===== src/rtl/core/gpljg_pkg.sv =====
// gpljg_pkg: shared constants, the fixed gait breakpoint table and the
// command/status structs between the gait controller and its datapath.
// No dependencies.
package gpljg_pkg;

  // Geometry
  localparam int unsigned NUM_LEGS       = 6;
  localparam int unsigned LEGS_PER_GROUP = 3;
  localparam int unsigned JOINTS_PER_LEG = 3;
  localparam int unsigned BREAKPOINTS    = 7;
  localparam int unsigned NUM_ENGINES    = NUM_LEGS * JOINTS_PER_LEG;

  // Field widths
  localparam int unsigned LEG_W    = 3;
  localparam int unsigned PHASE_W  = 10;   // log2 of samples per step
  localparam int unsigned PER_W    = 24;
  localparam int unsigned SPP_W    = 5;
  localparam int unsigned PROD_W   = PER_W + SPP_W;
  localparam int unsigned STEP_W   = 19;
  localparam int unsigned ID_W     = 6;
  localparam int unsigned ANG_W    = 7;
  localparam int unsigned SAMP_W   = 11;
  localparam int unsigned TANG_W   = 8;    // table angle width
  localparam int unsigned MAG_W    = 7;
  localparam int unsigned NUM_W    = PHASE_W + MAG_W;
  localparam int unsigned REM_W    = NUM_W + 1;
  localparam int unsigned QUO_W    = 7;    // quotient never exceeds the span magnitude
  localparam int unsigned BIT_W    = 3;
  localparam int unsigned SEL_W    = 2;
  localparam int unsigned BP_W     = 3;
  localparam int unsigned EIDX_W   = 5;

  localparam logic [SPP_W-1:0] SPP_RESET = 5'd5;

  // Breakpoint sample positions, per joint
  function automatic logic [SAMP_W-1:0] bp_sample(input logic [SEL_W-1:0] j,
                                                  input logic [BP_W-1:0]  k);
    logic [SAMP_W-1:0] s;
    case (k)
      3'd0:    s = 11'd0;
      3'd1:    s = 11'd85;
      3'd2:    s = 11'd427;
      3'd3:    s = 11'd512;
      3'd4:    s = 11'd597;
      3'd5:    s = 11'd939;
      default: s = 11'd1024;
    endcase
    if (j > 2'd2) s = 11'd1024;
    return s;
  endfunction

  // Breakpoint angles in degrees, per joint
  function automatic logic signed [TANG_W-1:0] bp_angle(input logic [SEL_W-1:0] j,
                                                        input logic [BP_W-1:0]  k);
    logic signed [TANG_W-1:0] a;
    case (j)
      2'd0: begin
        case (k)
          3'd2, 3'd3, 3'd4: a = -8'sd20;
          default:          a = 8'sd20;
        endcase
      end
      2'd1: begin
        case (k)
          3'd1, 3'd2: a = 8'sd10;
          default:    a = 8'sd45;
        endcase
      end
      default: a = 8'sd45;
    endcase
    return a;
  endfunction

  // Controller to datapath
  typedef struct packed {
    logic             load;     // capture input word
    logic             mul;      // periods * speed
    logic             phase;    // phase and step count
    logic             setup;    // segment lookup, divider init
    logic             div;      // one quotient bit
    logic             commit;   // store new angle, rotate pending word
    logic             flush;    // push pending word as final of the run
    logic [SEL_W-1:0] leg_sel;
    logic [SEL_W-1:0] joint_sel;
    logic [BIT_W-1:0] div_bit;
  } gpljg_cmd_t;

  // Datapath to controller
  typedef struct packed {
    logic leg_ok;    // selected leg number is in range
    logic diff;      // angle differs from stored one
    logic pend_vld;  // a word is held back for last-of-run marking
    logic can_push;  // output register can take a word this cycle
  } gpljg_sts_t;

endpackage


===== src/rtl/core/gpljg_ctrl.sv =====
// gpljg_ctrl: sequencer for one gait update: leg/joint loop and divider
// bit counter. Depends on gpljg_pkg.
module gpljg_ctrl (
  input  logic                  clk_i,
  input  logic                  rst_ni,
  input  logic                  in_valid_i,
  output logic                  in_stall_o,
  input  gpljg_pkg::gpljg_sts_t sts_i,
  output gpljg_pkg::gpljg_cmd_t cmd_o
);

  localparam logic [2:0] S_IDLE  = 3'd0;
  localparam logic [2:0] S_MUL   = 3'd1;
  localparam logic [2:0] S_PHASE = 3'd2;
  localparam logic [2:0] S_CHECK = 3'd3;
  localparam logic [2:0] S_SETUP = 3'd4;
  localparam logic [2:0] S_DIV   = 3'd5;
  localparam logic [2:0] S_CMP   = 3'd6;
  localparam logic [2:0] S_FLUSH = 3'd7;

  localparam logic [gpljg_pkg::SEL_W-1:0] LAST_LEG   =
    gpljg_pkg::SEL_W'(gpljg_pkg::LEGS_PER_GROUP - 1);
  localparam logic [gpljg_pkg::SEL_W-1:0] LAST_JOINT =
    gpljg_pkg::SEL_W'(gpljg_pkg::JOINTS_PER_LEG - 1);
  localparam logic [gpljg_pkg::BIT_W-1:0] TOP_BIT    =
    gpljg_pkg::BIT_W'(gpljg_pkg::QUO_W - 1);

  logic [2:0]                    state_q, state_d;
  logic [gpljg_pkg::SEL_W-1:0]   leg_q, leg_d;
  logic [gpljg_pkg::SEL_W-1:0]   joint_q, joint_d;
  logic [gpljg_pkg::BIT_W-1:0]   bit_q, bit_d;

  assign in_stall_o = (state_q != S_IDLE);

  // Next state and commands
  always_comb begin
    state_d = state_q;
    leg_d   = leg_q;
    joint_d = joint_q;
    bit_d   = bit_q;
    cmd_o   = '0;
    cmd_o.leg_sel   = leg_q;
    cmd_o.joint_sel = joint_q;
    cmd_o.div_bit   = bit_q;
    unique case (state_q)
      S_IDLE: begin
        if (in_valid_i) begin
          cmd_o.load = 1'b1;
          state_d    = S_MUL;
        end
      end
      S_MUL: begin
        cmd_o.mul = 1'b1;
        state_d   = S_PHASE;
      end
      S_PHASE: begin
        cmd_o.phase = 1'b1;
        leg_d       = '0;
        joint_d     = '0;
        state_d     = S_CHECK;
      end
      S_CHECK: begin
        if (sts_i.leg_ok) begin
          state_d = S_SETUP;
        end else if (leg_q == LAST_LEG) begin
          state_d = S_FLUSH;
        end else begin
          leg_d = leg_q + 1'b1;
        end
      end
      S_SETUP: begin
        cmd_o.setup = 1'b1;
        bit_d       = TOP_BIT;
        state_d     = S_DIV;
      end
      S_DIV: begin
        cmd_o.div = 1'b1;
        bit_d     = bit_q - 1'b1;
        if (bit_q == '0) state_d = S_CMP;
      end
      S_CMP: begin
        // a changed angle waits here while a word is pending and the output is blocked
        cmd_o.commit = sts_i.diff && (!sts_i.pend_vld || sts_i.can_push);
        if (!sts_i.diff || cmd_o.commit) begin
          if (joint_q == LAST_JOINT) begin
            joint_d = '0;
            if (leg_q == LAST_LEG) begin
              state_d = S_FLUSH;
            end else begin
              leg_d   = leg_q + 1'b1;
              state_d = S_CHECK;
            end
          end else begin
            joint_d = joint_q + 1'b1;
            state_d = S_SETUP;
          end
        end
      end
      S_FLUSH: begin
        cmd_o.flush = sts_i.pend_vld && sts_i.can_push;
        if (!sts_i.pend_vld || sts_i.can_push) state_d = S_IDLE;
      end
      default: state_d = S_IDLE;
    endcase
  end

  always_ff @(posedge clk_i or negedge rst_ni) begin
    if (!rst_ni) begin
      state_q <= S_IDLE;
      leg_q   <= '0;
      joint_q <= '0;
      bit_q   <= '0;
    end else begin
      state_q <= state_d;
      leg_q   <= leg_d;
      joint_q <= joint_d;
      bit_q   <= bit_d;
    end
  end

endmodule


===== src/rtl/core/gpljg_dp.sv =====
// gpljg_dp: phase multiplier, segment lookup, bit-serial divider, last-angle
// store and output word registers. Depends on gpljg_pkg.
module gpljg_dp (
  input  logic                                  clk_i,
  input  logic                                  rst_ni,
  input  logic                                  cfg_we_i,
  input  logic [gpljg_pkg::SPP_W-1:0]           cfg_wdata_i,
  input  logic [gpljg_pkg::LEG_W-1:0]           leg_a_i,
  input  logic [gpljg_pkg::LEG_W-1:0]           leg_b_i,
  input  logic [gpljg_pkg::LEG_W-1:0]           leg_c_i,
  input  logic [gpljg_pkg::PHASE_W-1:0]         phase_offset_i,
  input  logic [gpljg_pkg::PER_W-1:0]           elapsed_periods_i,
  input  gpljg_pkg::gpljg_cmd_t                 cmd_i,
  output gpljg_pkg::gpljg_sts_t                 sts_o,
  input  logic                                  out_stall_i,
  output logic                                  out_valid_o,
  output logic [gpljg_pkg::ID_W-1:0]            engine_id_o,
  output logic signed [gpljg_pkg::ANG_W-1:0]    angle_o,
  output logic [gpljg_pkg::STEP_W-1:0]          steps_done_o,
  output logic                                  last_of_run_o
);

  localparam int unsigned NBP = gpljg_pkg::BREAKPOINTS;
  localparam logic [gpljg_pkg::BP_W-1:0] LAST_BP = gpljg_pkg::BP_W'(NBP - 1);

  // Configuration
  logic [gpljg_pkg::SPP_W-1:0] spp_q;

  always_ff @(posedge clk_i or negedge rst_ni) begin
    if (!rst_ni) spp_q <= gpljg_pkg::SPP_RESET;
    else if (cfg_we_i) spp_q <= cfg_wdata_i;
  end

  // Captured input word
  logic [gpljg_pkg::LEG_W-1:0]   leg_q [gpljg_pkg::LEGS_PER_GROUP];
  logic [gpljg_pkg::PHASE_W-1:0] offset_q;
  logic [gpljg_pkg::PER_W-1:0]   periods_q;

  always_ff @(posedge clk_i) begin
    if (cmd_i.load) begin
      leg_q[0]  <= leg_a_i;
      leg_q[1]  <= leg_b_i;
      leg_q[2]  <= leg_c_i;
      offset_q  <= phase_offset_i;
      periods_q <= elapsed_periods_i;
    end
  end

  // Sample count, then phase and step count
  logic [gpljg_pkg::PROD_W-1:0]  prod_q;
  logic [gpljg_pkg::PHASE_W-1:0] phase_q;
  logic [gpljg_pkg::STEP_W-1:0]  step_q;

  always_ff @(posedge clk_i) begin
    if (cmd_i.mul) prod_q <= periods_q * gpljg_pkg::PROD_W'(spp_q);
    if (cmd_i.phase) phase_q <= offset_q + prod_q[gpljg_pkg::PHASE_W-1:0];
  end

  always_ff @(posedge clk_i or negedge rst_ni) begin
    if (!rst_ni) begin
      step_q <= '0;
    end else if (cmd_i.phase && (offset_q == '0)) begin
      step_q <= prod_q[gpljg_pkg::PHASE_W +: gpljg_pkg::STEP_W];
    end
  end

  // Selected leg
  logic [gpljg_pkg::LEG_W-1:0]  leg_cur;
  logic [gpljg_pkg::EIDX_W-1:0] eidx;
  logic [gpljg_pkg::ID_W-1:0]   eid;

  assign leg_cur = leg_q[cmd_i.leg_sel];
  assign eidx = gpljg_pkg::EIDX_W'(leg_cur) * gpljg_pkg::EIDX_W'(gpljg_pkg::JOINTS_PER_LEG)
              + gpljg_pkg::EIDX_W'(cmd_i.joint_sel);
  assign eid  = gpljg_pkg::ID_W'(leg_cur) * 6'd10 + gpljg_pkg::ID_W'(cmd_i.joint_sel);

  // Segment lookup: last breakpoint at or below the phase
  logic [gpljg_pkg::BP_W-1:0]          seg;
  logic [gpljg_pkg::SAMP_W-1:0]        lo_s, hi_s;
  logic signed [gpljg_pkg::TANG_W-1:0] lo_v, hi_v;
  logic signed [gpljg_pkg::TANG_W:0]   span;
  logic [gpljg_pkg::MAG_W-1:0]         mag;
  logic                                hold;

  always_comb begin
    seg = '0;
    for (int k = 1; k < NBP; k++) begin
      if (gpljg_pkg::SAMP_W'(phase_q) >= gpljg_pkg::bp_sample(cmd_i.joint_sel,
                                                              gpljg_pkg::BP_W'(k)))
        seg = gpljg_pkg::BP_W'(k);
    end
    lo_s = gpljg_pkg::bp_sample(cmd_i.joint_sel, seg);
    lo_v = gpljg_pkg::bp_angle(cmd_i.joint_sel, seg);
    hi_s = gpljg_pkg::bp_sample(cmd_i.joint_sel, seg + 1'b1);
    hi_v = gpljg_pkg::bp_angle(cmd_i.joint_sel, seg + 1'b1);
    hold = (seg == LAST_BP) || (hi_s <= lo_s);
    span = (gpljg_pkg::TANG_W+1)'(hi_v) - (gpljg_pkg::TANG_W+1)'(lo_v);
    mag  = span[gpljg_pkg::TANG_W] ? gpljg_pkg::MAG_W'(-span)
                                   : gpljg_pkg::MAG_W'(span);
  end

  // Restoring divider, one quotient bit a cycle
  logic signed [gpljg_pkg::TANG_W-1:0] base_q;
  logic                                up_q, hold_q;
  logic [gpljg_pkg::REM_W-1:0]         rem_q;
  logic [gpljg_pkg::SAMP_W-1:0]        den_q;
  logic [gpljg_pkg::QUO_W-1:0]         quo_q;
  logic [gpljg_pkg::REM_W-1:0]         den_sh;
  logic [gpljg_pkg::PHASE_W-1:0]       seg_ofs;

  assign seg_ofs = phase_q - lo_s[gpljg_pkg::PHASE_W-1:0];
  assign den_sh  = gpljg_pkg::REM_W'(den_q) << cmd_i.div_bit;

  always_ff @(posedge clk_i) begin
    if (cmd_i.setup) begin
      base_q <= lo_v;
      up_q   <= (lo_v < hi_v);
      hold_q <= hold;
      rem_q  <= gpljg_pkg::REM_W'(seg_ofs) * gpljg_pkg::REM_W'(mag);
      den_q  <= hi_s - lo_s;
      quo_q  <= '0;
    end else if (cmd_i.div) begin
      if (rem_q >= den_sh) begin
        rem_q                <= rem_q - den_sh;
        quo_q[cmd_i.div_bit] <= 1'b1;
      end
    end
  end

  // Interpolated angle against the stored one
  logic signed [gpljg_pkg::TANG_W-1:0] ang_full;
  logic signed [gpljg_pkg::ANG_W-1:0]  ang;
  logic signed [gpljg_pkg::ANG_W-1:0]  last_q [gpljg_pkg::NUM_ENGINES];

  always_comb begin
    if (hold_q)    ang_full = base_q;
    else if (up_q) ang_full = base_q + gpljg_pkg::TANG_W'(quo_q);
    else           ang_full = base_q - gpljg_pkg::TANG_W'(quo_q);
  end
  assign ang = ang_full[gpljg_pkg::ANG_W-1:0];

  always_ff @(posedge clk_i or negedge rst_ni) begin
    if (!rst_ni) begin
      for (int e = 0; e < gpljg_pkg::NUM_ENGINES; e++) last_q[e] <= '0;
    end else if (cmd_i.commit) begin
      last_q[eidx] <= ang;
    end
  end

  // Pending word and output register; the pending one is marked last on flush
  logic                               pend_vld_q;
  logic [gpljg_pkg::ID_W-1:0]         pend_id_q;
  logic signed [gpljg_pkg::ANG_W-1:0] pend_ang_q;
  logic                               out_vld_q;
  logic                               push;

  assign push = (cmd_i.commit && pend_vld_q) || cmd_i.flush;

  always_ff @(posedge clk_i or negedge rst_ni) begin
    if (!rst_ni) begin
      pend_vld_q <= 1'b0;
      out_vld_q  <= 1'b0;
    end else begin
      if (cmd_i.commit)     pend_vld_q <= 1'b1;
      else if (cmd_i.flush) pend_vld_q <= 1'b0;
      if (push)             out_vld_q  <= 1'b1;
      else if (!out_stall_i) out_vld_q <= 1'b0;
    end
  end

  always_ff @(posedge clk_i) begin
    if (cmd_i.commit) begin
      pend_id_q  <= eid;
      pend_ang_q <= ang;
    end
    if (push) begin
      engine_id_o   <= pend_id_q;
      angle_o       <= pend_ang_q;
      steps_done_o  <= step_q;
      last_of_run_o <= cmd_i.flush;
    end
  end

  assign out_valid_o = out_vld_q;

  // Status
  assign sts_o.leg_ok   = (leg_cur < gpljg_pkg::LEG_W'(gpljg_pkg::NUM_LEGS));
  assign sts_o.diff     = (ang != last_q[eidx]);
  assign sts_o.pend_vld = pend_vld_q;
  assign sts_o.can_push = !out_vld_q || !out_stall_i;

endmodule


===== src/rtl/core/gait_piecewise_linear_joint_gen.sv =====
// Gait piecewise-linear joint generator, top level: controller plus datapath.
// A word is held back one joint so the final one can be marked.
// A new update is accepted only after the previous one is finished, output stalls
// included; the bit-serial divider is shared by all nine joints.
// Reset (rst_ni low, async): idle, last angles and step count zero, speed 5.
// Depends on gpljg_pkg, gpljg_ctrl, gpljg_dp.
module gait_piecewise_linear_joint_gen (
  input  logic                               clk_i,
  input  logic                               rst_ni,
  input  logic                               cfg_we_i,
  input  logic [gpljg_pkg::SPP_W-1:0]        cfg_wdata_i,
  input  logic                               in_valid_i,
  output logic                               in_stall_o,
  input  logic [gpljg_pkg::LEG_W-1:0]        leg_a_i,
  input  logic [gpljg_pkg::LEG_W-1:0]        leg_b_i,
  input  logic [gpljg_pkg::LEG_W-1:0]        leg_c_i,
  input  logic [gpljg_pkg::PHASE_W-1:0]      phase_offset_i,
  input  logic [gpljg_pkg::PER_W-1:0]        elapsed_periods_i,
  output logic                               out_valid_o,
  input  logic                               out_stall_i,
  output logic [gpljg_pkg::ID_W-1:0]         engine_id_o,
  output logic signed [gpljg_pkg::ANG_W-1:0] angle_o,
  output logic [gpljg_pkg::STEP_W-1:0]       steps_done_o,
  output logic                               last_of_run_o
);

  gpljg_pkg::gpljg_cmd_t cmd;
  gpljg_pkg::gpljg_sts_t sts;

  gpljg_ctrl u_ctrl (
    .clk_i      (clk_i),
    .rst_ni     (rst_ni),
    .in_valid_i (in_valid_i),
    .in_stall_o (in_stall_o),
    .sts_i      (sts),
    .cmd_o      (cmd)
  );

  gpljg_dp u_dp (
    .clk_i             (clk_i),
    .rst_ni            (rst_ni),
    .cfg_we_i          (cfg_we_i),
    .cfg_wdata_i       (cfg_wdata_i),
    .leg_a_i           (leg_a_i),
    .leg_b_i           (leg_b_i),
    .leg_c_i           (leg_c_i),
    .phase_offset_i    (phase_offset_i),
    .elapsed_periods_i (elapsed_periods_i),
    .cmd_i             (cmd),
    .sts_o             (sts),
    .out_stall_i       (out_stall_i),
    .out_valid_o       (out_valid_o),
    .engine_id_o       (engine_id_o),
    .angle_o           (angle_o),
    .steps_done_o      (steps_done_o),
    .last_of_run_o     (last_of_run_o)
  );

endmodule


===== config.mk =====
export PLATFORM = sky130hd
export DESIGN_NAME = gait_piecewise_linear_joint_gen
export DESIGN_NICKNAME = d
export VERILOG_FILES = /design/src/rtl/core/gpljg_pkg.sv /design/src/rtl/core/gpljg_ctrl.sv /design/src/rtl/core/gpljg_dp.sv /design/src/rtl/core/gait_piecewise_linear_joint_gen.sv
export SDC_FILE = /design/constraint.sdc
export NUM_CORES = 1
export LEC_CHECK = 0
export BUFFER_PORTS_ARGS = -buffer_cell sky130_fd_sc_hd__buf_4
export CAP_MARGIN = 5
export CORE_MARGIN = 1.5
export CORE_UTILIZATION = 25
export CTS_CLUSTER_DIAMETER = 80
export CTS_CLUSTER_SIZE = 12
export DETAILED_ROUTE_END_ITERATION = 8
export SETUP_SLACK_MARGIN = 0.2
export SLEW_MARGIN = 25
export SYNTH_ARGS = -nofsm -noshare
export SYNTH_HDL_FRONTEND = slang
export SYNTH_SLANG_ARGS = --single-unit

===== constraint.sdc =====
create_clock -name clk_i -period 8.8 [get_ports clk_i]
set_input_delay 0.88 -clock clk_i [delete_from_list [all_inputs] [get_ports clk_i]]
set_output_delay 0.88 -clock clk_i [all_outputs]
set_load 0.01 [all_outputs]

; Yosys cells after proc, flatten, opt, wreduce, memory -nomap -nowiden
; Memories as Yosys holds them, arrays and structs flattened.
; Index checks and enable logic that the tools add are counted.
[classes]
mux = 67
n_eq_ne = 30
mul = 4
order_cmp = 15
bitwise = 2
n_addsub = 14
shift = 1
n_reduce_logical = 37
n_div = 0
[op_table]
columns = op, n
row1 = 11-bit one-hot mux with 6 select lines, 2
row2 = 126-bit bitwise mux, 1
row3 = 11-bit two-way mux, 7
row4 = 10-bit by 11-bit >= comparator with 1-bit output, 5
row5 = 17-bit two-way mux, 3
row6 = 7-bit two-way mux, 6
row7 = 7-bit binary-select mux with 5-bit select, 1
row8 = 7-bit demux with 5-bit select, 1
row9 = 3-bit two-way mux, 11
row10 = 8-bit one-hot mux with 2 select lines, 2
row11 = 24-bit by 5-bit multiplier with 29-bit output, 1
row12 = 3-bit == test (second input constant), 9
row13 = 3-bit one-hot mux with 8 select lines, 1
row14 = 3-bit by 2-bit == test with 1-bit output (second input constant), 6
row15 = 18-bit >= comparator, 1
row16 = 11-bit by 3-bit left shift with 18-bit output, 1
row17 = 18-bit subtractor, 1
row18 = 10-bit by 7-bit multiplier with 17-bit output, 1
row19 = 1-bit two-way mux, 16
row20 = 2-bit two-way mux, 8
row21 = 8-bit two-way mux, 2
row22 = 3-bit logical NOT, 4
row23 = 6-bit two-way mux, 2
row24 = 10-bit by 11-bit >= comparator with 1-bit output (second input constant), 1
row25 = other kinds (47), 77
[word_totals]
wordCells = 214
in_bits = 53
out_inout_bits = 35
rom_bits = 0
latchBits = 0
n_memories = 1
regBits = 326
ramBits = 9
[mem_list]
columns = name, depth, word_bits, rd, rd_clocked_by_memory_dff, wr, line_no
row1 = u_dp.leg_q, 3, 3, 1, 0, 3, gpljg_dp.sv:35  ; logic [gpljg_pkg::LEG_W-1:0] leg_q [gpljg_pkg::LEGS_PER_GROUP];

; Longest topological paths before layout
; Gate-level depths: netlist (run 1).
[logic_depth]
word_depth = 19
ltp_mapped = 42
ltp_nobuf = 40

; Cells and area by module
; Synthesis (run 1) repeated with hierarchy kept, for this count alone.
[unflattened]
hier_cells = 2164
area_unflattened_um2 = 22136.2
[by_module_without_submodules]
columns = mod, n_inst, area_per_inst_um2, cells_per_inst, seq_area_each_um2
row1 = gpljg_dp, 1, 21473.1, 2084, 8891.0
row2 = gpljg_ctrl, 1, 663.1, 80, 250.2

; Least setup slack after synthesis (run 1)
; Ideal clock, no wire load.
[synth_path]
kind = register -> register
from = register u_ctrl.joint_q[1] (netlist name)
to = register u_dp.rem_q[16] (netlist name) (data pin)
path_stages_with_launch = 41
synth_period_minus_slack_ns = 9.388
t_required_ns = 8.529
path_buffers = 2
setup_time_ns = 0.271
path_slack_ns = -0.588
t_arrival_ns = 9.116
path_cell_list = dfrtp_1 clkbuf_1 and2_1 clkbuf_1 inv_1 ha_1 and3_1 nor2_1 a221oi_2 nor3_1 ha_1 mux2i_1 nor3_1 inv_1 fa_1 inv_1 a21oi_1 o21bai_1 (+5 left out) nor2_1 fa_1 inv_1 fa_1 inv_1 fa_1 inv_1 fa_1 inv_1 ha_1 or2_2 a21oi_1 nor3_1 nor3_1 o41ai_1 xnor2_1 nand2_1 o21ai_0
[synth_between]
elab_chain_cells = 19
elab_cells_between_ends = 48
classes_between = 4 x add/sub / 1 x mul / 6 x order compare / 10 x eq/ne / 21 x mux / 6 x reduce/logical
[synth_rtl]
columns = item, line_no
row1 = "start, declared", gpljg_ctrl.sv:30  ; logic [gpljg_pkg::SEL_W-1:0] joint_q, joint_d;
row2 = "start signal, assigned", gpljg_ctrl.sv:116  ; joint_q <= joint_d;
row3 = 2-bit greater-than comparator, gpljg_pkg.sv:48  ; if (j > 2'd2) s = 11'd1024;
row4 = 11-bit two-way mux, gpljg_pkg.sv:48
row5 = 10-bit by 11-bit >= comparator with 1-bit output, gpljg_dp.sv:88  ; if (gpljg_pkg::SAMP_W'(phase_q) >= gpljg_pkg::bp_sample(cmd_i.joint_sel,
row6 = 1-bit two-way mux, gpljg_dp.sv:88
row7 = 2-bit two-way mux (2 in series), gpljg_dp.sv:88
row8 = 3-bit two-way mux (3 in series), gpljg_dp.sv:88
row9 = 3-bit by 1-bit adder with 3-bit output, gpljg_dp.sv:95  ; hi_v = gpljg_pkg::bp_angle(cmd_i.joint_sel, seg + 1'b1);
row10 = "3-bit by 2-bit == test with 1-bit output, or another cell as far along", gpljg_pkg.sv:58  ; case (k)
row11 = 3-bit OR reduction or 2-bit OR reduction (tied branches), "gpljg_pkg.sv:58, gpljg_pkg.sv:64"
row12 = 8-bit two-way mux or 6-bit two-way mux (tied branches), "gpljg_pkg.sv:58, gpljg_pkg.sv:64"
row13 = 8-bit one-hot mux with 2 select lines, gpljg_pkg.sv:56  ; case (j)
row14 = 8-bit by 8-bit subtractor with 9-bit output, gpljg_dp.sv:97  ; span = (gpljg_pkg::TANG_W+1)'(hi_v) - (gpljg_pkg::TANG_W+1)'(lo_v);
row15 = 7-bit negator, gpljg_dp.sv:98  ; mag = span[gpljg_pkg::TANG_W] ? gpljg_pkg::MAG_W'(-span)
row16 = 7-bit two-way mux, gpljg_dp.sv:98
row17 = 10-bit by 7-bit multiplier with 17-bit output *, gpljg_dp.sv:119  ; rem_q <= gpljg_pkg::REM_W'(seg_ofs) * gpljg_pkg::REM_W'(mag);
row18 = 17-bit two-way mux *, gpljg_dp.sv:115  ; if (cmd_i.setup) begin
row19 = "end signal, assigned", gpljg_dp.sv:119
row20 = "end signal, assigned", gpljg_dp.sv:124  ; rem_q <= rem_q - den_sh;
row21 = "end, declared", gpljg_dp.sv:105  ; logic [gpljg_pkg::REM_W-1:0] rem_q;
; Mark *: on every way between the ends. The rest lies on a longest branch, timed or not.
; A chain may end at the register's enable or synchronous reset.

; Worst setup path after layout (run 1)
[layout_path]
from = register u_dp.phase_q[2] (netlist name)
to = register u_dp.rem_q[14] (netlist name) (data pin)
[layout_between]
elab_chain_cells = 17
elab_cells_between_ends = 41
classes_between = 4 x add/sub / 1 x mul / 6 x order compare / 9 x eq/ne / 16 x mux / 5 x reduce/logical
[layout_rtl]
columns = item, line_no
row1 = "start, declared", gpljg_dp.sv:51  ; logic [gpljg_pkg::PHASE_W-1:0] phase_q;
row2 = "start signal, assigned", gpljg_dp.sv:56  ; if (cmd_i.phase) phase_q <= offset_q + prod_q[gpljg_pkg::PHASE_W-1:0];
row3 = 10-bit by 11-bit >= comparator with 1-bit output, gpljg_dp.sv:88
row4 = 1-bit two-way mux, gpljg_dp.sv:88
row5 = 2-bit two-way mux (2 in series), gpljg_dp.sv:88
row6 = 3-bit two-way mux (3 in series), gpljg_dp.sv:88
row7 = 3-bit by 1-bit adder with 3-bit output, gpljg_dp.sv:95
row8 = "3-bit by 2-bit == test with 1-bit output, or another cell as far along", gpljg_pkg.sv:58
row9 = 3-bit OR reduction or 2-bit OR reduction (tied branches), "gpljg_pkg.sv:58, gpljg_pkg.sv:64"
row10 = 8-bit two-way mux or 6-bit two-way mux (tied branches), "gpljg_pkg.sv:58, gpljg_pkg.sv:64"
row11 = 8-bit one-hot mux with 2 select lines, gpljg_pkg.sv:56
row12 = 8-bit by 8-bit subtractor with 9-bit output, gpljg_dp.sv:97
row13 = 7-bit negator, gpljg_dp.sv:98
row14 = 7-bit two-way mux, gpljg_dp.sv:98
row15 = 10-bit by 7-bit multiplier with 17-bit output *, gpljg_dp.sv:119
row16 = 17-bit two-way mux *, gpljg_dp.sv:115
; Marks and branches as above.

==> impl_metrics.csv, run 1 <==
group,metric,value,unit
cells_and_area,area_delta_synth_final,17.40,%
logic_synthesis,ys_seq_elements,334,
routing,ant_nets,0,
timing,finClkSkew,24.38,ps
cells_and_area,fin_nets,2491,
global_routing,grt_pass1_wl,86.69,mm
timing,finalCritPeriodShare,96.68,%
logic_synthesis,netlist_instances,2056,
cells_and_area,layout-drive-gt1-share,22.84,%
worst_setup_path,crit_path_end_kind,"flop",
routing,vias,15432,
timing,drv_slew,0,
clocking,ctsLongestPathBuffers,3,
clocking,cts_hold_buf,0,
logic_synthesis,netlist_area,22810,um^2
clocking,clkSlewWorstSetupHoldPaths,70,ps
logic_synthesis,synth-simple-area-share,12.10,%
routing,dr_wl_met3,2.363,mm
placed_design,place_area,25140,um^2
clocking,insertion_delay,570,ps
placed_design,dpl_worst_slack,3.741,ps
timing,finalSetupTns,0,ps
worst_setup_path,worstSetupPathType,"reg2reg",
logic_synthesis,async_flop_share,48.50,%
routing,top_layer_used,"met5",
floorplan,die-area,93050,um^2
timing,period_needed,8508,ps
clocking,cts.sinks,334,
clocking,cts_buffers,36,
logic_synthesis,synth_edf_count,164,
routing,drtIter0Drc,893,
logic_synthesis,synthDistinctLibCells,81,
placed_design,port_buffers,87,
clocking,cts_tree,"yes",
status,status,"completed",
worst_setup_path,cp_data_arrival_time,8810,ps
worst_setup_path,crit_required,9100,ps
worst_setup_path,crit_path_top_delay_cell,"or4b_4",
logic_synthesis,avgSynthCellArea,11.09,um^2
worst_setup_path,slowest_delay,550,ps
placed_design,gp_congestion,0.8301,
logic_synthesis,synthFlopType,"edfxtp_1",
timing,fmax,117.5,MHz
job,max-cap-violations,0,
logic_synthesis,synth_nets,2366,
timing,worstMarginPinSlew,961.8,ps
timing,hold_violations,0,
routing,drc,0,
floorplan,rows,110,
cells_and_area,final_cell_area,26780,um^2
logic_synthesis,ys_warn_count,0,
worst_setup_path,critPathLaunchType,"flop",
global_routing,grt_pass1_vias,15839,
global_routing,grt_max_degree,93,
routing,totalWireLength,53.64,mm
cells_and_area,multi_input_area,13120,um^2
routing,dr.pass1.iters,5,
placed_design,place.detailed.hpwl,38.72,mm
floorplan,die_w,305.0,um
logic_synthesis,synth_compound_area_share,9.062,%
routing,viasPerCell,4.560,
cells_and_area,seq_area,9141,um^2
routing,met2_length,25.00,mm
routing,wl_met1,25.10,mm
logic_synthesis,synth_xor_area_share,4.147,%
global_routing,antenna_found_initial,2,
floorplan,start_util,25.30,%
worst_hold_path,hold_path_class,"reg2reg",
logic_synthesis,synth_top_family_by_area,"adder cells",
logic_synthesis,synth_fa_ha_area_share,17.82,%
worst_setup_path,crit_fanout,4,
timing,setup-violations-final,0,
routing,post_drt_wl_per_cell,15.85,um
worst_setup_path,r2r_slack,290,ps
global_routing,grt_usage,11.50,%
worst_setup_path,r2r_cells,37,
timing,whs,418.0,ps
floorplan,design.core.area,90150,um^2
timing,fin_ws,292.3,ps
floorplan,io_pins,88,
worst_hold_path,hold_depth,0,
timing,slew_headroom,35.73,%
floorplan,die_y,305.0,um
clocking,root_buffer,"clkbuf_16",
global_routing,grt_overflow,0,
clocking,cts_max_level,2,
timing,rsz0062_at_grt,"true",
logic_synthesis,synth.mux.area_fraction,12.26,%
cells_and_area,fillers,9127,
logic_synthesis,ys_seq_area_share,40.08,%
## per-stage QoR
step           std cells  utilization (%)
2_1_floorplan       2056                -
3_3_place_gp        3286            27.89
4_1_cts             3373            29.42
5_1_grt             3384            29.70
3_5_place_dp        3286            27.89
6_report            3384            29.70
## repair_timing
| action | CTS | global route |
|---|---|---|
| pin swaps | 35 | 43 |
| endpoints found under the setup margin | 6 | 9 |
| resized for setup | 25 | 41 |
| buffers inserted | 23 | 10 |
## Yosys cell counts, types with 41 or more instances
cell,number,share of area [%]
clkbuf_1,58,0.95
fa_1,113,9.9
dfrtp_1,160,18
xor2_1,44,1.7
o21ai_0,72,1.6
nor2_1,126,2.1
a21oi_1,80,1.8
edfxtp_1,164,22
mux2_2,140,6.9
and2_1,65,1.8
ha_1,144,7.9
inv_1,179,2.9
xnor2_1,64,2.5
a21o_1,41,1.3
nand2_1,183,3.0
## cell families (layout without fill, tap and decap cells)
| logic type | Yosys count | after routing |
|---|---|---|
| AND/OR/NAND/NOR | 562 | 562 |
| flip-flops | 334 | 334 |
| AO/OA/AOI/OAI | 316 | 316 |
| buffers and inverters | 258 | 409 |
| adder cells (fa/ha/maj) | 257 | 257 |
| multiplexers | 220 | 220 |
| XOR/XNOR | 108 | 108 |
| other | 1 | 2 |
## path summary, 6_finish.rpt
kind / start / end
worst min register to register: u_dp.pend_ang_q[0] / u_dp.angle_o[0]
max in group asynchronous: rst_ni / u_dp.spp_q[1]
worst max-delay path: u_dp.phase_q[2] / u_dp.rem_q[14]
worst max register to register: u_dp.phase_q[2] / u_dp.rem_q[14]
min in group asynchronous: rst_ni / u_dp.last_q[28]
worst min-delay path: u_dp.pend_ang_q[0] / u_dp.angle_o[0]
## layout make-up
cell class	count	share of cell area (%)
clock inverter	9	0.4439
timing repair buffer	164	4.724
tap	1176	5.495
antenna	1	0.009345
clock buffer	55	3.631
sequential	334	34.14
multi-input combinational	1464	49.01
inverter	181	2.547
## critical path: cells and delay by family (launching register included)
| family | cells | cell delay (ps) |
|---|---|---|
| fa+ha+maj | 8 | 3040 |
| buf+inv | 6 | 370 |
| mux | 2 | 540 |
| simple gates | 9 | 1810 |
| xor+xnor | 2 | 240 |
| flops | 1 | 420 |
| compound gates | 10 | 1820 |
## placed cells by master (no fill, tap or decap), drive strengths merged, types with 8 or more instances in the layout
| master | instances |
|---|---|
| mux2 | 161 |
| mux4 | 25 |
| buf | 164 |
| nor3 | 38 |
| and3 | 14 |
| mux2i | 34 |
| clkbuf | 55 |
| or2 | 8 |
| dfrtp | 160 |
| nor2 | 126 |
| a21o | 41 |
| a211oi | 8 |
| nor4 | 11 |
| nand3 | 40 |
| o21a | 17 |
| dfxtp | 8 |
| a21oi | 82 |
| xor2 | 44 |
| ha | 144 |
| fa | 113 |
| a31oi | 17 |
| xnor2 | 64 |
| or3 | 10 |
| and2 | 66 |
| o21bai | 14 |
| edfxtp | 164 |
| nand2b | 18 |
| nand2 | 183 |
| inv | 185 |
| o21ai | 73 |
| nand4 | 9 |
| nor2b | 25 |
## state kept, by name, summed over array words and instances (netlist names), 5 cells and up
register	cells
u_dp.angle_o	7
u_dp.base_q	7
u_dp.den_q	10
u_dp.engine_id_o	6
u_dp.last_q	126
u_dp.leg_q	9
u_dp.offset_q	10
u_dp.pend_ang_q	7
u_dp.pend_id_q	6
u_dp.periods_q	24
u_dp.phase_q	10
u_dp.prod_q	29
u_dp.quo_q	7
u_dp.rem_q	18
u_dp.spp_q	5
u_dp.step_q	19
u_dp.steps_done_o	19
## routing by layer
metal | global-route usage (%) | vias up
met2 | 18.93 | 261
met5 | 0 | -
met3 | 2.225 | 73
li1 | - | 7454
met1 | 15.34 | 7642
met4 | 3.128 | 2
Power of run 1 is not shown: default switching activity piles up to over one toggle a cycle in this logic, so the estimate is an artifact.
==> inputs of run 2 (changes only) <==
==> constraint.sdc (replaced) <==
create_clock -name clk_i -period 10.3 [get_ports clk_i]
set_input_delay 1.03 -clock clk_i [delete_from_list [all_inputs] [get_ports clk_i]]
set_output_delay 1.03 -clock clk_i [all_outputs]
set_load 0.01 [all_outputs]
==> impl_metrics.csv, run 2 (synthesized netlist as in run 1, its figures left out) <==
group,metric,value,unit
worst_hold_path,hold_end,"u_dp.angle_o[4]",
global_routing,grt_overflow,0,
cells_and_area,fin_nets,2441,
timing,drv_slew,0,
worst_setup_path,critPathLaunchType,"flop",
cells_and_area,area_delta_synth_final,13.68,%
worst_setup_path,crit_path_end_kind,"flop",
clocking,root_buffer,"clkbuf_16",
floorplan,die_y,305.0,um
routing,dr.pass1.iters,7,
worst_setup_path,r2r_start,"u_dp.phase_q[2]",
worst_hold_path,hold_path_class,"reg2reg",
routing,totalWireLength,52.19,mm
worst_setup_path,timing.rr.end,"u_dp.rem_q[16]",
clocking,ctsLongestPathBuffers,3,
clocking,insertion_delay,570,ps
timing,finalCritPeriodShare,91.64,%
routing,post_drt_wl_per_cell,15.67,um
timing,whs,417.7,ps
status,status,"completed",
cells_and_area,multi_input_area,12730,um^2
global_routing,grt_pass1_wl,84.53,mm
worst_hold_path,hold_path_startpoint,"u_dp.pend_ang_q[4]",
routing,viasPerCell,4.553,
worst_setup_path,r2r_slack,860,ps
cells_and_area,layout-drive-gt1-share,18.19,%
cells_and_area,fillers,9205,
timing,slew_headroom,37.90,%
timing,worstMarginPinSlew,931.5,ps
timing,fmax,105.9,MHz
timing,hold_violations,0,
clocking,cts_setup_buffers,0,
floorplan,design.core.area,90150,um^2
worst_setup_path,worstSetupPathType,"reg2reg",
clocking,clkSlewWorstSetupHoldPaths,70,ps
cells_and_area,top_regs,"u_dp.last_q (126), u_dp.prod_q (29), u_dp.periods_q (24)",
clocking,cts.sinks,334,
worst_hold_path,hold_depth,0,
routing,vias,15167,
placed_design,place.detailed.hpwl,38.23,mm
cells_and_area,final_common_cell,"nand2_1",
cells_and_area,final_cell_mix,"183 x nand2_1, 179 x inv_1, 164 x edfxtp_1",
global_routing,grt_pass1_vias,15454,
worst_setup_path,slowest_delay,770,ps
cells_and_area,diodes,0,
routing,ant_nets,0,
routing,drc,0,
placed_design,gp_congestion,0.8283,
timing,period_needed,9439,ps
clocking,cts_tree,"yes",
job,max-cap-violations,0,
timing,setup-violations-final,0,
floorplan,io_pins,88,
global_routing,grt_usage,11.26,%
cells_and_area,postLayoutCoreUtil,28.76,%
worst_setup_path,r2r_cells,39,
timing,finalSetupTns,0,ps
floorplan,die-area,93050,um^2
clocking,cts_buffers,35,
routing,drtIter0Drc,786,
floorplan,rows,110,
timing,rsz0062_at_grt,"false",
timing,finClkSkew,21.44,ps
floorplan,die_w,305.0,um
clocking,cts_max_level,2,
cells_and_area,top_register,"u_dp.last_q",
placed_design,port_buffers,87,
cells_and_area,largest_reg_flops,126,
global_routing,antenna_found_initial,2,
floorplan,start_util,25.30,%
worst_setup_path,cp_data_arrival_time,9730,ps
worst_setup_path,crit_path_top_delay_cell,"or4b_2",
worst_setup_path,crit_required,10590,ps
worst_setup_path,crit_fanout,10,
global_routing,grt_max_degree,99,
cells_and_area,seq_area,9141,um^2
## run 2: cell count changes in the layout (fill, tap and decap cells not counted), moves of 4 or more
cell	previous run	this run
buf_6	9	1
nor3_1	30	35
buf_4	155	114
ha_1	135	143
a21oi_1	73	80
inv_2	11	0
nor2_1	120	124
nor2_2	4	0
inv_1	167	179
o21ai_0	64	68
a21oi_2	8	2
ha_4	7	0
## run 2: repair_timing
action                     CTS  global route
hold buffers                 0             0
resized for setup            0             7
setup endpoints to repair    0             3
## run 2: final cells by class
cell class / count / share of cell area, %
multi-input combinational: 1464 / 49.09
timing repair buffer: 115 / 3.344
inverter: 181 / 2.620
clock inverter: 7 / 0.3281
tap: 1176 / 5.675
sequential: 334 / 35.26
clock buffer: 54 / 3.692
## run 2: worst max-delay path, delay by kind of cell, from the launching register on
kind,cells,cell delay [ps]
muxes,2,590
xor gates and xnor gates,2,380
AOI/OAI and AO/OA,11,1860
and+or+nand+nor,9,1800
DFF,1,460
buffers and inverters,7,690
adders and majority gates,8,3390
## run 2: worst max path at each step
| stage | startpoint | to | depth (start not counted) |
|---|---|---|---|
| global placement | u_dp.phase_q[2] | u_dp.rem_q[16] | 37 |
| finish | u_dp.phase_q[2] | u_dp.rem_q[16] | 39 |
| floorplan | u_ctrl.joint_q[1] | u_dp.rem_q[16] | 40 |
| CTS | u_dp.phase_q[2] | u_dp.rem_q[16] | 37 |
| detailed placement | u_dp.phase_q[2] | u_dp.rem_q[16] | 37 |
| global route | u_ctrl.joint_q[1] | u_dp.rem_q[16] | 42 |
## run 2: stage by stage
stage	worst slack, ps	instance area (um^2)	instances
after floorplan	912.4	22810	2056
after global placement	783.7	24840	3270
after detailed placement	680.4	24840	3270
after CTS	647.6	25880	3331
after global routing	176.7	25930	3331
final	860.6	25930	3331
## run 2: routing by layer
layer | track usage (%) | share of wire (%) | vias up
li1 | - | - | 7329
met1 | 15.25 | 47 | 7515
met2 | 18.63 | 47 | 255
met3 | 1.780 | 4.0 | 66
met4 | 2.907 | 2.1 | 2
met5 | 0 | 0.017 | -
Power of run 2 is left out for the same reason.
==> inputs of run 3 (changes only) <==
--- a/config.mk
+++ b/config.mk
@@ -7,8 +7,8 @@
 export LEC_CHECK = 0
 export BUFFER_PORTS_ARGS = -buffer_cell sky130_fd_sc_hd__buf_4
 export CAP_MARGIN = 5
-export CORE_MARGIN = 1.5
 export CORE_UTILIZATION = 25
+export CTS_BUF_LIST = sky130_fd_sc_hd__clkbuf_16
 export CTS_CLUSTER_DIAMETER = 80
 export CTS_CLUSTER_SIZE = 12
 export DETAILED_ROUTE_END_ITERATION = 8
==> impl_metrics.csv, run 3 (synthesized netlist as in run 1, its figures left out) <==
group,metric,value,unit
floorplan,die-area,92440,um^2
global_routing,grt_overflow,0,
clocking,insertion_delay,570,ps
cells_and_area,largest_reg_flops,126,
cells_and_area,diodes,0,
floorplan,io_pins,88,
global_routing,antenna_found_initial,2,
worst_hold_path,hold_path_startpoint,"u_dp.pend_id_q[1]",
timing,slew_headroom,32.06,%
timing,finalCritPeriodShare,91.82,%
clocking,cts_tree,"yes",
placed_design,gp_congestion,0.8403,
floorplan,rows,110,
worst_setup_path,critPathLaunchType,"flop",
timing,fmax,105.7,MHz
timing,rsz0062_at_grt,"false",
routing,drtIter0Drc,878,
worst_setup_path,r2r_cells,37,
clocking,ctsLongestPathBuffers,3,
clocking,cts.sinks,334,
worst_setup_path,cp_data_arrival_time,9740,ps
timing,finalSetupTns,0,ps
cells_and_area,fillers,9229,
global_routing,grt_pass1_wl,86.19,mm
routing,wl_met1,24.71,mm
worst_hold_path,hold_path_class,"reg2reg",
floorplan,die_y,304.0,um
worst_setup_path,crit_required,10580,ps
worst_hold_path,hold_depth,0,
worst_setup_path,worstSetupPathType,"reg2reg",
floorplan,design.core.area,90150,um^2
timing,finClkSkew,26.52,ps
clocking,clkSlewWorstSetupHoldPaths,70,ps
worst_setup_path,r2r_start,"u_dp.phase_q[2]",
worst_setup_path,crit_fanout,10,
global_routing,grt_usage,11.50,%
routing,dr_wl_met3,2.239,mm
floorplan,die_w,304.0,um
routing,drc,0,
worst_setup_path,r2r_slack,840,ps
placed_design,port_buffers,87,
cells_and_area,area_delta_synth_final,13.94,%
cells_and_area,final_common_cell,"inv_1",
global_routing,grt_max_degree,63,
worst_setup_path,slowest_delay,770,ps
status,status,"completed",
cells_and_area,fin_nets,2445,
worst_hold_path,hold_end,"u_dp.engine_id_o[1]",
clocking,cts_buffers,35,
timing,period_needed,9457,ps
worst_setup_path,crit_path_end_kind,"flop",
floorplan,start_util,25.30,%
routing,post_drt_wl_per_cell,15.74,um
clocking,cts_max_level,2,
clocking,cts_hold_buf,0,
cells_and_area,top_regs,"u_dp.last_q (126), u_dp.prod_q (29), u_dp.periods_q (24)",
timing,hold_violations,0,
timing,whs,414.9,ps
routing,met2_length,24.28,mm
routing,dr.pass1.iters,5,
routing,top_layer_used,"met4",
timing,setup-violations-final,0,
cells_and_area,layout-drive-gt1-share,18.54,%
timing,worstMarginPinSlew,1008,ps
routing,ant_nets,0,
routing,vias,15189,
routing,totalWireLength,52.47,mm
worst_setup_path,startpoint,"u_dp.phase_q[2]",
cells_and_area,top_register,"u_dp.last_q",
placed_design,place.detailed.hpwl,38.50,mm
worst_setup_path,timing.rr.end,"u_dp.rem_q[16]",
global_routing,grt_pass1_vias,15733,
cells_and_area,final_cell_mix,"193 x inv_1, 183 x nand2_1, 164 x edfxtp_1",
job,max-cap-violations,0,
clocking,root_buffer,"clkbuf_16",
worst_setup_path,crit_path_top_delay_cell,"or4b_2",
routing,viasPerCell,4.557,
timing,drv_slew,0,
[run 3: cell types whose count changed in the layout (fill, tap and decap cells not counted), sizes merged]
cell / change
buf: +4
inv: +15
clkbuf: -17
[run 3: stage by stage]
stage	worst slack (ps)	instances	util, %	area (um^2)
final	842.7	3333	28.83	25990
after global routing	168.3	3333	28.83	25990
after CTS	514.2	3330	28.74	25910
after detailed placement	548.3	3271	27.59	24870
after global placement	775.7	3270	27.56	24840
after floorplan	912.4	2056	-	22810
[run 3: worst max-delay path, delay by kind of cell (launching register included)]
family	cells	cell delay, ps
fa+ha+maj	7	3110
compound gates	12	2390
simple gates	9	1990
buf+inv	6	620
mux	2	470
flops	1	450
xor+xnor	1	130
[run 3: final cells by class]
cell class / instances / area [um^2] / share of cell area (%)
clock inverters: 22 / 111.4 / 0.4285
flip-flops and latches: 334 / 9141 / 35.17
multi-input cells: 1464 / 12740 / 49.03
inverters: 181 / 679.4 / 2.614
repair buffers: 119 / 917.1 / 3.529
well taps: 1176 / 1471 / 5.662
clock buffers: 37 / 925.9 / 3.563
[run 3: timing repair]
action | in CTS | in global routing
setup buffers | 0 | 3
setup endpoints to repair | 0 | 8
gates resized for setup | 0 | 11
[run 3: worst max-delay path by stage]
stage | to | slack (ps) | cells after the start
finish | u_dp.rem_q[16] | 840 | 37
global route | u_dp.rem_q[16] | 170 | 38
CTS | u_dp.rem_q[16] | 510 | 40
detailed placement | u_dp.rem_q[16] | 550 | 40
global placement | u_dp.rem_q[16] | 780 | 37
floorplan | u_dp.rem_q[16] | 910 | 40
[run 3: routing by layer]
metal / global-route usage, % / up-vias
li1: - / 7352
met1: 15.52 / 7483
met2: 18.87 / 283
met3: 1.929 / 71
met4: 3.270 / 0
met5: 0 / -
Power of run 3 is left out for the same reason.
